===== src/design/owb_pkg.sv =====
// ----------------------------------------------------------------------------
// owb_pkg
// Shared types and constants for the one-wire temperature reader: bus timing,
// command bytes, sequencer phases and the result record.
// ----------------------------------------------------------------------------
package owb_pkg;

	// Bus timing in one-microsecond ticks.
	localparam int RESET_LOW_US = 480;
	localparam int TIMER_W      = 9;

	localparam logic [TIMER_W-1:0] RESET_LOW_LAST = TIMER_W'(RESET_LOW_US - 1);
	localparam logic [TIMER_W-1:0] WAIT_LAST      = TIMER_W'(480 - 1);
	localparam logic [TIMER_W-1:0] PRES_TICK      = TIMER_W'(60);
	localparam logic [TIMER_W-1:0] WSLOT_LAST     = TIMER_W'(60);
	localparam logic [TIMER_W-1:0] RSLOT_LAST     = TIMER_W'(59);
	localparam logic [TIMER_W-1:0] RSAMPLE        = TIMER_W'(15);

	// Command bytes.
	localparam logic [7:0] CMD_CONVERT    = 8'h44;
	localparam logic [7:0] CMD_READ_PAD   = 8'hBE;
	localparam logic [7:0] CMD_MATCH_ROM  = 8'h55;
	localparam logic [7:0] CMD_SKIP_ROM   = 8'hCC;

	// Fraction scale: one LSB of the low nibble is 0.0625 degree.
	localparam logic [13:0] FRAC_SCALE = 14'd625;

	// Configuration register indexes.
	localparam logic REG_ROM_CODE  = 1'b0;
	localparam logic REG_USE_MATCH = 1'b1;

	// Input item kinds.
	localparam logic ACT_TICK  = 1'b0;
	localparam logic ACT_START = 1'b1;

	// Sequencer phases, one-hot.
	typedef enum logic [10:0] {
		PH_IDLE = 11'b000_0000_0001,
		PH_R1L  = 11'b000_0000_0010,
		PH_R1W  = 11'b000_0000_0100,
		PH_A1   = 11'b000_0000_1000,
		PH_CV   = 11'b000_0001_0000,
		PH_PL   = 11'b000_0010_0000,
		PH_R2L  = 11'b000_0100_0000,
		PH_R2W  = 11'b000_1000_0000,
		PH_A2   = 11'b001_0000_0000,
		PH_RC   = 11'b010_0000_0000,
		PH_RD   = 11'b100_0000_0000
	} phase_t;

	// One result item.
	typedef struct packed {
		logic [13:0] fraction;
		logic [6:0]  whole_degrees;
		logic [7:0]  temp_high_byte;
		logic [7:0]  temp_low_byte;
		logic        presence_seen;
		logic        done_res;
		logic        busy_res;
		logic        drive_low;
	} res_t;

endpackage


===== src/design/owb_core.sv =====
// ----------------------------------------------------------------------------
// owb_core
// Configuration registers and the bus sequencer. One state update per
// accepted item; the result for that item is formed combinationally.
// ----------------------------------------------------------------------------
module owb_core (
	input  logic          clk,
	input  logic          arst_n,
	input  logic          step,
	input  logic          action,
	input  logic          line_in,
	input  logic          wr_en,
	input  logic          wr_index,
	input  logic [63:0]   wr_data,
	output owb_pkg::res_t res
);
	import owb_pkg::*;

	logic [63:0]        rom_code_q;
	logic               use_match_q;
	phase_t             phase_q, phase_n;
	logic [TIMER_W-1:0] timer_q, timer_n;
	logic [7:0]         shift_q, shift_n;
	logic [2:0]         bit_q, bit_n;
	logic [3:0]         byte_q, byte_n;
	logic [7:0]         low_q, low_n;
	logic [7:0]         high_q, high_n;
	logic               pres_q, pres_n;
	logic [7:0]         wbyte;
	logic               wbit;
	logic               drive_cur;
	logic               done;
	logic [3:0]         byte_inc;
	logic [2:0]         rom_sel;
	logic [7:0]         shift_smp;

	// Configuration writes.
	always_ff @(posedge clk or negedge arst_n) begin
		if (!arst_n) begin
			rom_code_q  <= '0;
			use_match_q <= 1'b0;
		end else if (wr_en) begin
			case (wr_index)
				REG_ROM_CODE:  rom_code_q  <= wr_data;
				REG_USE_MATCH: use_match_q <= wr_data[0];
				default: ;
			endcase
		end
	end

	// Byte being written in the current write slot.
	assign rom_sel = 3'(byte_q - 4'd1);
	always_comb begin
		if (phase_q == PH_CV)       wbyte = CMD_CONVERT;
		else if (phase_q == PH_RC)  wbyte = CMD_READ_PAD;
		else if (!use_match_q)      wbyte = CMD_SKIP_ROM;
		else if (byte_q == 4'd0)    wbyte = CMD_MATCH_ROM;
		else                        wbyte = rom_code_q[{rom_sel, 3'b000} +: 8];
	end
	assign wbit = wbyte[bit_q];

	// Line drive for the current state.
	always_comb begin
		case (phase_q)
			PH_R1L, PH_R2L:               drive_cur = 1'b1;
			PH_A1, PH_CV, PH_A2, PH_RC:   drive_cur = (timer_q == '0) || !wbit;
			PH_PL, PH_RD:                 drive_cur = (timer_q == '0);
			default:                      drive_cur = 1'b0;
		endcase
	end

	assign byte_inc  = byte_q + 4'd1;
	assign shift_smp = (timer_q == RSAMPLE) ? {line_in, shift_q[7:1]} : shift_q;

	// Next state for one item.
	always_comb begin
		phase_n = phase_q;
		timer_n = timer_q;
		shift_n = shift_q;
		bit_n   = bit_q;
		byte_n  = byte_q;
		low_n   = low_q;
		high_n  = high_q;
		pres_n  = pres_q;
		done    = 1'b0;
		if (action == ACT_START) begin
			if (phase_q == PH_IDLE) begin
				phase_n = PH_R1L;
				timer_n = '0;
				bit_n   = '0;
				byte_n  = '0;
			end
		end else begin
			case (phase_q)
				PH_R1L, PH_R2L: begin
					if (timer_q >= RESET_LOW_LAST) begin
						phase_n = (phase_q == PH_R1L) ? PH_R1W : PH_R2W;
						timer_n = '0;
					end else begin
						timer_n = timer_q + 1'b1;
					end
				end
				PH_R1W, PH_R2W: begin
					if (timer_q == PRES_TICK) pres_n = line_in;
					if (timer_q >= WAIT_LAST) begin
						phase_n = (phase_q == PH_R1W) ? PH_A1 : PH_A2;
						timer_n = '0;
						bit_n   = '0;
						byte_n  = '0;
					end else begin
						timer_n = timer_q + 1'b1;
					end
				end
				PH_A1, PH_CV, PH_A2, PH_RC: begin
					if (timer_q >= WSLOT_LAST) begin
						timer_n = '0;
						if (bit_q == 3'd7) begin
							bit_n = '0;
							// End of a byte: next address byte, next command, the conversion poll or the read.
							if (phase_q == PH_A1 || phase_q == PH_A2) begin
								if (use_match_q && byte_inc <= 4'd8) begin
									byte_n = byte_inc;
								end else begin
									phase_n = (phase_q == PH_A1) ? PH_CV : PH_RC;
									byte_n  = '0;
								end
							end else if (phase_q == PH_CV) begin
								phase_n = PH_PL;
								byte_n  = '0;
								shift_n = '0;
							end else begin
								phase_n = PH_RD;
								byte_n  = '0;
							end
						end else begin
							bit_n = bit_q + 1'b1;
						end
					end else begin
						timer_n = timer_q + 1'b1;
					end
				end
				PH_PL, PH_RD: begin
					shift_n = shift_smp;
					if (timer_q >= RSLOT_LAST) begin
						timer_n = '0;
						if (phase_q == PH_PL) begin
							// Conversion finished once the device returns a one.
							if (shift_smp[7]) begin
								phase_n = PH_R2L;
								bit_n   = '0;
								byte_n  = '0;
							end
						end else if (bit_q == 3'd7) begin
							bit_n = '0;
							if (byte_q == 4'd0) begin
								low_n  = shift_smp;
								byte_n = 4'd1;
							end else begin
								high_n  = shift_smp;
								phase_n = PH_IDLE;
								byte_n  = '0;
								done    = 1'b1;
							end
						end else begin
							bit_n = bit_q + 1'b1;
						end
					end else begin
						timer_n = timer_q + 1'b1;
					end
				end
				default: phase_n = PH_IDLE;
			endcase
		end
	end

	// Sequencer state.
	always_ff @(posedge clk or negedge arst_n) begin
		if (!arst_n) begin
			phase_q <= PH_IDLE;
			timer_q <= '0;
			shift_q <= '0;
			bit_q   <= '0;
			byte_q  <= '0;
			low_q   <= '0;
			high_q  <= '0;
			pres_q  <= 1'b0;
		end else if (step) begin
			phase_q <= phase_n;
			timer_q <= timer_n;
			shift_q <= shift_n;
			bit_q   <= bit_n;
			byte_q  <= byte_n;
			low_q   <= low_n;
			high_q  <= high_n;
			pres_q  <= pres_n;
		end
	end

	// Result for this item. A start from idle shows the first reset level.
	always_comb begin
		res.drive_low      = (action == ACT_START && phase_q == PH_IDLE) ? 1'b1 : drive_cur;
		res.busy_res       = (phase_n != PH_IDLE);
		res.done_res       = done;
		res.presence_seen  = pres_n;
		res.temp_low_byte  = low_n;
		res.temp_high_byte = high_n;
		res.whole_degrees  = {high_n[2:0], low_n[7:4]};
		res.fraction       = 14'(low_n[3:0]) * FRAC_SCALE;
	end

endmodule


===== src/design/owb_outreg.sv =====
// ----------------------------------------------------------------------------
// owb_outreg
// Result register between the sequencer and the output channel. It takes a
// new item whenever it is empty or its current item leaves in this cycle.
// ----------------------------------------------------------------------------
module owb_outreg (
	input  logic          clk,
	input  logic          arst_n,
	input  logic          load,
	input  owb_pkg::res_t res_in,
	output logic          room,
	output logic          valid,
	input  logic          ready,
	output owb_pkg::res_t res_out
);
	import owb_pkg::*;

	logic valid_q;
	res_t res_q;

	assign room    = !valid_q || ready;
	assign valid   = valid_q;
	assign res_out = res_q;

	// Valid flag.
	always_ff @(posedge clk or negedge arst_n) begin
		if (!arst_n) begin
			valid_q <= 1'b0;
		end else if (load) begin
			valid_q <= 1'b1;
		end else if (ready) begin
			valid_q <= 1'b0;
		end
	end

	// Payload.
	always_ff @(posedge clk) begin
		if (load) begin
			res_q <= res_in;
		end
	end

endmodule


===== src/design/onewire_temperature_reader.sv =====
// ----------------------------------------------------------------------------
// onewire_temperature_reader
// One-wire bus master that reads the first two scratchpad bytes of a
// temperature sensor.
// ----------------------------------------------------------------------------
// Usage: the input stream carries one item per bus microsecond (tuser low,
// tdata bit 0 the sampled line level) or a start command (tuser high). Every
// input item produces exactly one result item holding the line drive for
// that microsecond, busy and done flags, the presence level and the read
// temperature bytes with their decoded whole degrees and fraction.
// The configuration port sets the 64-bit ROM code (index 0) and the
// match/skip choice (index 1); write it only while no read is running.
// The result is valid in the cycle after input acceptance, and one item is
// accepted per cycle unless the output stalls: the sequencer updates its
// state in the cycle an item is accepted and the result lands in a single
// output register. When the receiver stalls, the held result stays stable
// and s_tready falls, so input items wait; no item is lost or repeated.
// Reset clears the sequencer to idle, the stored bytes and presence to zero,
// the configuration registers to zero and the output register to empty.
// ----------------------------------------------------------------------------
module onewire_temperature_reader (
	input  logic        clk,
	input  logic        arst_n,
	input  logic        s_tvalid,
	output logic        s_tready,
	input  logic [7:0]  s_tdata,   // [0] line_in, [7:1] zero
	input  logic        s_tuser,   // [0] action
	output logic        m_tvalid,
	input  logic        m_tready,
	output logic [47:0] m_tdata,   // [0] drive_low, [1] busy_res, [2] done_res,
	                               // [3] presence_seen, [11:4] temp_low_byte,
	                               // [19:12] temp_high_byte, [26:20] whole_degrees,
	                               // [40:27] fraction, [47:41] zero
	input  logic        wr_en,
	input  logic        wr_index,
	input  logic [63:0] wr_data
);
	import owb_pkg::*;

	logic accept;
	logic room;
	res_t res_new;
	res_t res_out;

	assign s_tready = room;
	assign accept   = s_tvalid && room;

	owb_core u_core (
		.clk      (clk),
		.arst_n   (arst_n),
		.step     (accept),
		.action   (s_tuser),
		.line_in  (s_tdata[0]),
		.wr_en    (wr_en),
		.wr_index (wr_index),
		.wr_data  (wr_data),
		.res      (res_new)
	);

	owb_outreg u_out (
		.clk     (clk),
		.arst_n  (arst_n),
		.load    (accept),
		.res_in  (res_new),
		.room    (room),
		.valid   (m_tvalid),
		.ready   (m_tready),
		.res_out (res_out)
	);

	// Pack the result, last declared field in the lowest bits.
	assign m_tdata = {7'd0, res_out};

endmodule


===== config.mk =====
export PLATFORM = sky130hd
export DESIGN_NAME = onewire_temperature_reader
export DESIGN_NICKNAME = d
export VERILOG_FILES = /design/src/design/owb_pkg.sv /design/src/design/owb_core.sv /design/src/design/owb_outreg.sv /design/src/design/onewire_temperature_reader.sv
export SDC_FILE = /design/constraint.sdc
export NUM_CORES = 1
export LEC_CHECK = 0
export ABC_AREA = 1
export BUFFER_PORTS_ARGS = -buffer_cell sky130_fd_sc_hd__buf_4
export CAP_MARGIN = 20
export CORE_ASPECT_RATIO = 0.6
export CORE_MARGIN = 8
export CORE_UTILIZATION = 62
export CTS_CLUSTER_DIAMETER = 60
export CTS_CLUSTER_SIZE = 24
export DETAILED_ROUTE_END_ITERATION = 6
export PLACE_DENSITY = 0.87
export SKIP_CTS_REPAIR_TIMING = 1
export SLEW_MARGIN = 30
export SYNTH_ARGS = -nofsm -noshare
export SYNTH_HDL_FRONTEND = slang
export SYNTH_SLANG_ARGS = --single-unit

===== constraint.sdc =====
create_clock -name clk -period 6.9 [get_ports clk]
set_input_delay 0.69 -clock clk [delete_from_list [all_inputs] [get_ports clk]]
set_output_delay 0.69 -clock clk [all_outputs]
set_load 0.01 [all_outputs]

# Word level (Yosys, flattened, before mapping)
# Cells that the tools add are included.
word_totals:
  elab_cells: 164
  register_bits: 159
  in_bits: 79
  output_inout_bits: 50
op_classes:
  mul: 1
  n_eq_ne: 26
  n_addsub: 4
  mux: 77
  bitwise: 5
  shifts: 1
  order_cmp: 5
  n_reduce_logical: 26
ops:
  columns: ["op", "count"]
  rows:
  - ["$mux 8", 22]
  - ["$mux 11", 14]
  - ["$shiftx 64x7->8", 1]
  - ["$mux 9", 6]
  - ["$mux 4", 11]
  - ["$pmux 11 s4", 1]
  - ["$pmux 9 s3", 1]
  - ["$mux 3", 8]
  - ["$ge 9x6->1 const B", 2]
  - ["$pmux 8 s2", 1]
  - ["$mul 4x10->14 const B", 1]
  - ["$reduce_and 7->1", 2]
  - ["$ne 3x2->1 const B", 4]
  - ["$pmux 4 s3", 1]
  - ["$eq 11x1->1 const B", 1]
  - ["$eq 11x10->1 const B", 1]
  - ["$eq 11x11->1 const B", 1]
  - ["$eq 11x2->1 const B", 1]
  - ["$eq 11x3->1 const B", 1]
  - ["$eq 11x4->1 const B", 1]
  - ["$eq 11x5->1 const B", 1]
  - ["$eq 11x6->1 const B", 1]
  - ["$eq 11x7->1 const B", 1]
  - ["$eq 11x8->1 const B", 1]
  - ["35 further kinds", 60]

# Longest topological paths before layout
# Gate-level depths: netlist (run 1).
logic_depth:
  word_depth: 11
  ltp_mapped: 21
  ltp_nobuf: 21

# Cells and area by module
# From an unflattened synthesis (run 1), not the netlist that was laid out.
hier_totals:
  hier_cells: 987
  hier_area_um2: 8707.1
by_module_without_submodules:
  columns: ["module", "area_each_um2", "instances", "cells_each", "seq_area_each_um2"]
  rows:
  - ["owb_core", 7367.1, 1, 931, 2929.1]
  - ["owb_outreg", 1276.2, 1, 46, 1256.2]
  - ["onewire_temperature_reader", 63.8, 1, 10, 0.0]

# Least setup slack after synthesis (run 1)
# Ideal clock, no wire load.
synth_path:
  path_type: "register -> register"
  start: "register u_core.byte_q[0]"
  end: "register u_out.res_q (netlist bit u_out.res_out[39]) (data pin)"
  required_ps: 6640
  setup_ps: 260
  stages_incl_launch_ff: 17
  path_buffers: 2
  period_less_slack_ps: 3901
  arrival_time_ps: 3641
  path_slack_ps: 2999
  cell_sequence: "dfrtp_1 inv_1 clkbuf_1 ha_1 nand2_1 nor3_2 nand2_4 buf_4 o21ai_2 fa_1 ha_1 fa_1 nand3_1 nand3_1 and2_1 o21ai_2 xor2_1"
synth_rtl:
  columns: ["element", "line", "rtl"]
  rows:
  - ["start, declared", "owb_core.sv:25", "logic [3:0] byte_q, byte_n;"]
  - ["start signal, assigned", "owb_core.sv:192", "byte_q <= byte_n;"]
  - ["end signal, assigned", "owb_outreg.sv:39", "res_q <= res_in;"]
  - ["end, declared", "owb_outreg.sv:19", "res_t res_q;"]

==> qor.txt, run 1 <==
Tot GR Track Use: 25.81%
Max Cap Viol: 0
WS Path Type: reg -> reg
Netlist Area Pre-Place: 8249 µm²
Worst Path Required: 7070 ps
Via/cell ratio: 5.752
Endpoints failing setup: 0
Top delay family on crit path: adder cells
GP Congestion: 0.9828
Avg WL per Cell: 17.57 µm
Ys async rst share: 80.27%
Worst r2r src: u_core.byte_q[0]$_DFFE_PN0P_
Global-route wire length before repair: 35920 µm
Levels on crit path: 15
Synth Warn #: 0
Core Area: 12930 µm²
Synthesized flop and latch total: 147
Via Count: 7299
Crit path from: u_core.byte_q[0]$_DFFE_PN0P_
Crit path buf inv count: 2
Largest net degree at the start of global routing: 98
Final-layout fill cell count: 949
Combinational Power Share: 20.3%
Starting Density: 63.79%
Antenna viol nets, final: 0
CP Max Fanout: 20
Clock Power Share: 37.5%
Final Net Count: 1187
Top_reg_cell synth: dfrtp_1
Worst Max-Slew Pin Slew: 915.3 ps
Crit path to: u_out.res_out[39]$_DFFE_PP_
Critical path, cell by cell: inv_1 > ha_1 > nand2_1 > nor3_2 > nand2_4 > o21ai_2 > inv_2 > fa_1 > ha_1 > fa_1 > nand3_1 > nand3_1 > and2_1 > o21ai_2 > xor2_1
Initial antenna violation count: 0
Routed wire length: 22300 µm
Crit. End Element: flip-flop
Vias in the first global route: 7038
Highest clock rate: 214.4 MHz
CTS tree: yes
Die area: 17370 µm²
Commonest non-fill, non-tap cell in the layout: nand2_1
Clock Latency Late Sink: 420 ps
Max VDD drop: 159.2 µV
Int Power: 1.750 mW
Period utilization: 67.58%
Worst path slowest cell: inv_1
Drt first pass iters: 6
Crit path time final: 4663 ps
Commonest cells after routing, fill and taps aside: nand2_1 (233), dfrtp_1 (117), buf_4 (116)
Worst reg-to-reg path cell count: 15
Row count: 32
Reg power frac: 42.2%
Drt initial violations: 878
Buffers on Ports: 114
Syn_area_per_cell: 8.291 µm²
Fin. Hold Viols: 0
Area contributors post-synth: dfrtp_1 (35%), nand2_1 (11%), edfxtp_1 (11%)
Setup Skew: 10.94 ps
WP data arrival: 4830 ps
Residual DRC: 0
Worst Hold Margin: 287.9 ps
Num CTS Buffers: 17
Clk sink count: 147
Seq/Total Area, Yosys: 46.37%
Post-synth EDFFs: 29
Sw Share: 31.51%
H-tree Lvls: 4
HP Class: in -> async
Die X: 164.9 µm
Clock transition at path regs: 70 ps
Max-slew violation count: 0
Final instance area: 9701 µm²
Ant. Diodes: 0
Distinct cells, synth: 49
Total grt overflow: 0
HPWL after detailed placement: 15940 µm
Multi-input gate area: 3752 µm²
Cells after synthesis: 995
Lkg Pwr: 4.754 nW
Synth-to-layout area growth: 17.59%
Dominant cell type by area after synthesis: dfrtp_1
Post-route setup TNS: 0 ps
Register area: 3825 µm²
Flop2flop setup slack: 2240 ps
Status: completed
Slowest stage delay, CP: 500 ps
Rel. slew slack: 38.34%
Worst-case clock buffer depth: 2
PwrDens: 263.4 nW/µm²
Worst r2r dst: u_out.res_out[39]$_DFFE_PP_
I/O pins: 129
Post-place instance area: 9084 µm²
Root Driver: clkbuf_16
Post-synth top area share: 35.49%
RSZ-0062 raised after global routing: false
Die H: 105.4 µm
P_sw: 0.8051 mW
CP Launch Type: flip-flop
Share of cells above drive strength 1: 21.66%
## through the flow
stage	total power [mW]	setup WS, ps	std cells	util, %
final	2.555	2237	1269	75.01
after detailed placement	1.591	2314	1237	70.24
after global routing	2.667	1898	1269	75.01
after global placement	1.569	2417	1237	70.24
after CTS	2.544	2278	1269	74.90
after floorplan	1.413	2999	1001	-
## power by group through the flow
stage,registers [mW],logic (mW),clock network [mW]
after global placement,1.08,0.484,0
after floorplan,1.08,0.336,0
after CTS,1.08,0.509,0.959
after detailed placement,1.09,0.500,0
final,1.08,0.518,0.958
after global routing,1.09,0.574,1.00
## kinds of logic after synthesis
| group | Yosys count | share of synthesized area (%) |
|---|---|---|
| AND/OR/NAND/NOR | 454 | 24.42 |
| AO/OA/AOI/OAI | 166 | 11.65 |
| buffers and inverters | 164 | 8.615 |
| flip-flops | 147 | 46.37 |
| multiplexers | 31 | 4.232 |
| adder cells (fa/ha/maj) | 22 | 3.610 |
| XOR/XNOR | 10 | 1.062 |
| other | 1 | 0.04546 |
## routing by layer
layer | track usage, % | routed length, µm
met4 | 5.506 | 296
met2 | 37.35 | 9453
met3 | 7.226 | 2459
met5 | 0 | 0
met1 | 37.92 | 10090
## cells in the mapped netlist, types with 2 or more instances
cell / number
o21ai_1: 11
and2_1: 2
buf_6: 2
clkinv_1: 2
nand4_1: 17
nor2_1: 81
nand3_1: 76
nor2_4: 3
inv_1: 105
buf_4: 20
or2_2: 2
clkbuf_1: 22
mux2_2: 31
nor3_1: 7
fa_1: 3
edfxtp_1: 29
a21oi_1: 53
inv_2: 6
o21ai_2: 14
o21ai_0: 63
a31oi_1: 3
nand2_1: 234
nor4_1: 3
o211ai_1: 10
buf_2: 4
nor2_2: 8
buf_1: 3
o22ai_1: 5
xor2_1: 8
xnor2_1: 2
nand2_4: 6
dfrtp_1: 117
nand2_2: 8
a21oi_4: 2
ha_1: 19
## layout make-up
cell class / instances / share of cell area [%]
Clock inverter: 14 / 1.690
Timing Repair Buffer: 117 / 9.093
Tap cell: 170 / 2.193
Inverter: 113 / 4.385
Sequential cell: 147 / 39.43
Multi-Input combinational cell: 690 / 38.68
Clock buffer: 18 / 4.527
## registers in the layout (all words and copies together) (netlist names), 4 cells and up
register	cells
u_core.rom_code_q	64
u_core.low_q	8
u_core.phase_q	11
u_core.timer_q	9
u_out.res_out	29
u_core.high_q	8
u_core.shift_q	8
u_core.byte_q	4
## worst min-delay path by stage
| stage | to | slack, ps | cells past startpoint |
|---|---|---|---|
| final | u_core.rom_code_q[26]$_DFFE_PN0P_ | 290 | 1 |
| after global routing | u_core.rom_code_q[31]$_DFFE_PN0P_ | 330 | 1 |
| after CTS | u_core.rom_code_q[31]$_DFFE_PN0P_ | 320 | 1 |
| after detailed placement | u_core.high_q[3]$_DFFE_PN0P_ | 470 | 2 |
| after global placement | u_core.high_q[4]$_DFFE_PN0P_ | 460 | 2 |
| after floorplan | u_core.bit_q[0]$_DFFE_PN0P_ | 390 | 0 |
Note: power is estimated with default switching activity, not from simulation.
==> run 2: changes to the inputs <==
--- a/config.mk
+++ b/config.mk
@@ -10,11 +10,11 @@
 export CAP_MARGIN = 20
 export CORE_ASPECT_RATIO = 0.6
 export CORE_MARGIN = 8
-export CORE_UTILIZATION = 62
+export CORE_UTILIZATION = 58
 export CTS_CLUSTER_DIAMETER = 60
 export CTS_CLUSTER_SIZE = 24
 export DETAILED_ROUTE_END_ITERATION = 6
-export PLACE_DENSITY = 0.87
+export PLACE_DENSITY = 0.82
 export SKIP_CTS_REPAIR_TIMING = 1
 export SLEW_MARGIN = 30
 export SYNTH_ARGS = -nofsm -noshare
==> constraint.sdc (replaced) <==
create_clock -name clk -period 4.75 [get_ports clk]
set_input_delay 0.475 -clock clk [delete_from_list [all_inputs] [get_ports clk]]
set_output_delay 0.475 -clock clk [all_outputs]
set_load 0.01 [all_outputs]
==> qor.txt, run 2 (synthesis gave the netlist of run 1 again) <==
Root Driver: clkbuf_16 (unchanged)
Max Cap Viol: 0 (unchanged)
WL met3: 2393 µm (was 2459 µm)
Endpoints failing setup: 0 (unchanged)
Clk sink count: 147 (unchanged)
Post-route setup TNS: 0 ps (unchanged)
Crit. End Element: flip-flop (unchanged)
Residual DRC: 0 (unchanged)
Worst Max-Slew Pin Slew: 929.6 ps (was 915.3 ps)
Routed wire length: 21790 µm (was 22300 µm)
Register area: 3825 µm² (unchanged)
Int Power: 2.475 mW (was 1.750 mW)
HPWL after detailed placement: 16080 µm (was 15940 µm)
Commonest cells after routing, fill and taps aside: nand2_1 (233), buf_4 (121), dfrtp_1 (117) (was nand2_1 (233), dfrtp_1 (117), buf_4 (116))
Die area: 18420 µm² (was 17370 µm²)
Vias in the first global route: 6690 (was 7038)
Reg with most FFs: u_core.rom_code_q (unchanged)
Die X: 170.0 µm (was 164.9 µm)
Via/cell ratio: 5.557 (was 5.752)
Rel. slew slack: 37.37% (was 38.34%)
CP Max Fanout: 15 (was 20)
WL met1: 10420 µm (was 10090 µm)
Max reg flops: 64 (unchanged)
WP data arrival: 4470 ps (was 4830 ps)
Buffers on Ports: 114 (unchanged)
Highest clock rate: 232.2 MHz (was 214.4 MHz)
Crit path time final: 4306 ps (was 4663 ps)
Starting Density: 59.82% (was 63.79%)
Core Area: 13790 µm² (was 12930 µm²)
Max-slew violation count: 0 (unchanged)
HP Class: in -> async (unchanged)
Die H: 108.4 µm (was 105.4 µm)
Top delay family on crit path: adder cells (unchanged)
Period utilization: 90.66% (was 67.58%)
Synth-to-layout area growth: 17.85% (was 17.59%)
Lkg Pwr: 4.758 nW (was 4.754 nW)
Fin. Hold Viols: 0 (unchanged)
RSZ-0062 raised after global routing: false (unchanged)
Largest net degree at the start of global routing: 98 (unchanged)
Commonest non-fill, non-tap cell in the layout: nand2_1 (unchanged)
Status: completed (unchanged)
Routed wl met2: 8847 µm (was 9453 µm)
H-tree Lvls: 4 (unchanged)
Clock Latency Late Sink: 430 ps (was 420 ps)
Share of cells above drive strength 1: 21.85% (was 21.66%)
Critical path, cell by cell: ha_1 > nand3_1 > nor2_1 > nand2_1 > o21ai_0 > inv_1 > o21ai_2 > inv_2 > fa_1 > ha_1 > fa_1 > nand3_1 > nand3_1 > and2_1 > o21ai_2 > xor2_1 (was inv_1 > ha_1 > nand2_1 > nor3_2 > nand2_4 > o21ai_2 > inv_2 > fa_1 > ha_1 > fa_1 > nand3_1 > nand3_1 > and2_1 > o21ai_2 > xor2_1)
Global-route wire length before repair: 35250 µm (was 35920 µm)
Highest metal used: met4 (unchanged)
Setup slack after layout: 443.7 ps (was 2237 ps)
Drt first pass iters: 5 (was 6)
Combinational Power Share: 20.5% (was 20.3%)
Final instance area: 9722 µm² (was 9701 µm²)
Tot GR Track Use: 24.00% (was 25.81%)
Final-layout fill cell count: 1109 (was 949)
Worst-case clock buffer depth: 2 (unchanged)
Ant. Diodes: 0 (unchanged)
CTS tree: yes (unchanged)
Worst Path Required: 4920 ps (was 7070 ps)
Sw Share: 31.96% (was 31.51%)
Reg power frac: 42.9% (was 42.2%)
Final Net Count: 1191 (was 1187)
Worst r2r src: u_core.timer_q[0]$_DFFE_PN0P_ (was u_core.byte_q[0]$_DFFE_PN0P_)
Crit path buf inv count: 2 (unchanged)
Setup Skew: 17.17 ps (was 10.94 ps)
CP Launch Type: flip-flop (unchanged)
P_sw: 1.163 mW (was 0.8051 mW)
Crit path from: u_core.timer_q[0]$_DFFE_PN0P_ (was u_core.byte_q[0]$_DFFE_PN0P_)
Dpl ws: 523.3 ps (was 2314 ps)
Row count: 33 (was 32)
Num CTS Buffers: 17 (unchanged)
PwrDens: 374.2 nW/µm² (was 263.4 nW/µm²)
GP Congestion: 0.9501 (was 0.9828)
Worst Hold Margin: 7.814 ps (was 287.9 ps)
Max VDD drop: 230.2 µV (was 159.2 µV)
Initial antenna violation count: 0 (unchanged)
Avg WL per Cell: 16.83 µm (was 17.57 µm)
Via Count: 7196 (was 7299)
Slowest stage delay, CP: 500 ps (about the same)
Total grt overflow: 0 (unchanged)
Drt initial violations: 671 (was 878)
WS Path Type: reg -> reg (unchanged)
Most used cell, CP: nand3_1
Worst path slowest cell: fa_1 (was inv_1)
Clock Power Share: 36.7% (was 37.5%)
I/O pins: 129 (unchanged)
Antenna viol nets, final: 0 (unchanged)
Post-place instance area: 9141 µm² (was 9084 µm²)
Power, Total: 3.638 mW (was 2.555 mW)
Clock transition at path regs: 70 ps (about the same)
Multi-input gate area: 3752 µm² (unchanged)
## run 2: cell count changes in the layout (fill, tap and decap cells not counted)
| cell | previous run | this run |
|---|---|---|
| clkinv_2 | 1 | 2 |
| inv_8 | 2 | 3 |
| clkbuf_8 | 1 | 0 |
| inv_6 | 5 | 4 |
| buf_6 | 1 | 0 |
| clkbuf_1 | 0 | 1 |
| buf_4 | 116 | 121 |
| bufinv_16 | 2 | 1 |
## run 2: metal layers
metal / global-route usage (%) / vias to the layer above
met4: 4.673 / 0
met2: 32.57 / 337
li1: - / 3444
met1: 36.90 / 3399
met3: 7.057 / 16
met5: 0 / -
## run 2: worst paths after layout
kind,end,slack (ps),cells after the start
setup / recovery,u_out.res_out[39]$_DFFE_PP_,440,16
hold / removal,u_core.rom_code_q[23]$_DFFE_PN0P_,8,1
setup reg to reg,u_out.res_out[39]$_DFFE_PP_,440,16
hold reg to reg,u_core.low_q[6]$_DFFE_PN0P_,480,2
max in group asynchronous,u_core.phase_q[7]$_DFFE_PN0P_,3780,2
min in group clk,u_core.use_match_q$_DFFE_PN0P_,250,2
## run 2: area by class of cell
type	instances	area share [%]
Sequential cell	147	39.34
Clock inverter	14	1.454
Timing Repair Buffer	121	9.344
Clock buffer	18	4.414
Inverter	113	4.376
Tap cell	192	2.471
Multi-Input combinational cell	690	38.60
## run 2: through the flow
step,util [%],std cells
6_report,70.50,1295
5_1_grt,70.50,1295
4_1_cts,70.42,1295
3_5_place_dp,66.29,1263
3_3_place_gp,66.29,1263
2_1_floorplan,-,1001
## run 2: power by group through the flow
| stage | combinational (mW) | sequential, mW | clock (mW) |
|---|---|---|---|
| 6_report | 0.744 | 1.56 | 1.33 |
| 5_1_grt | 0.830 | 1.58 | 1.40 |
| 4_1_cts | 0.735 | 1.56 | 1.34 |
| 3_5_place_dp | 0.729 | 1.58 | 0 |
| 3_3_place_gp | 0.712 | 1.57 | 0 |
| 2_1_floorplan | 0.489 | 1.56 | 0 |
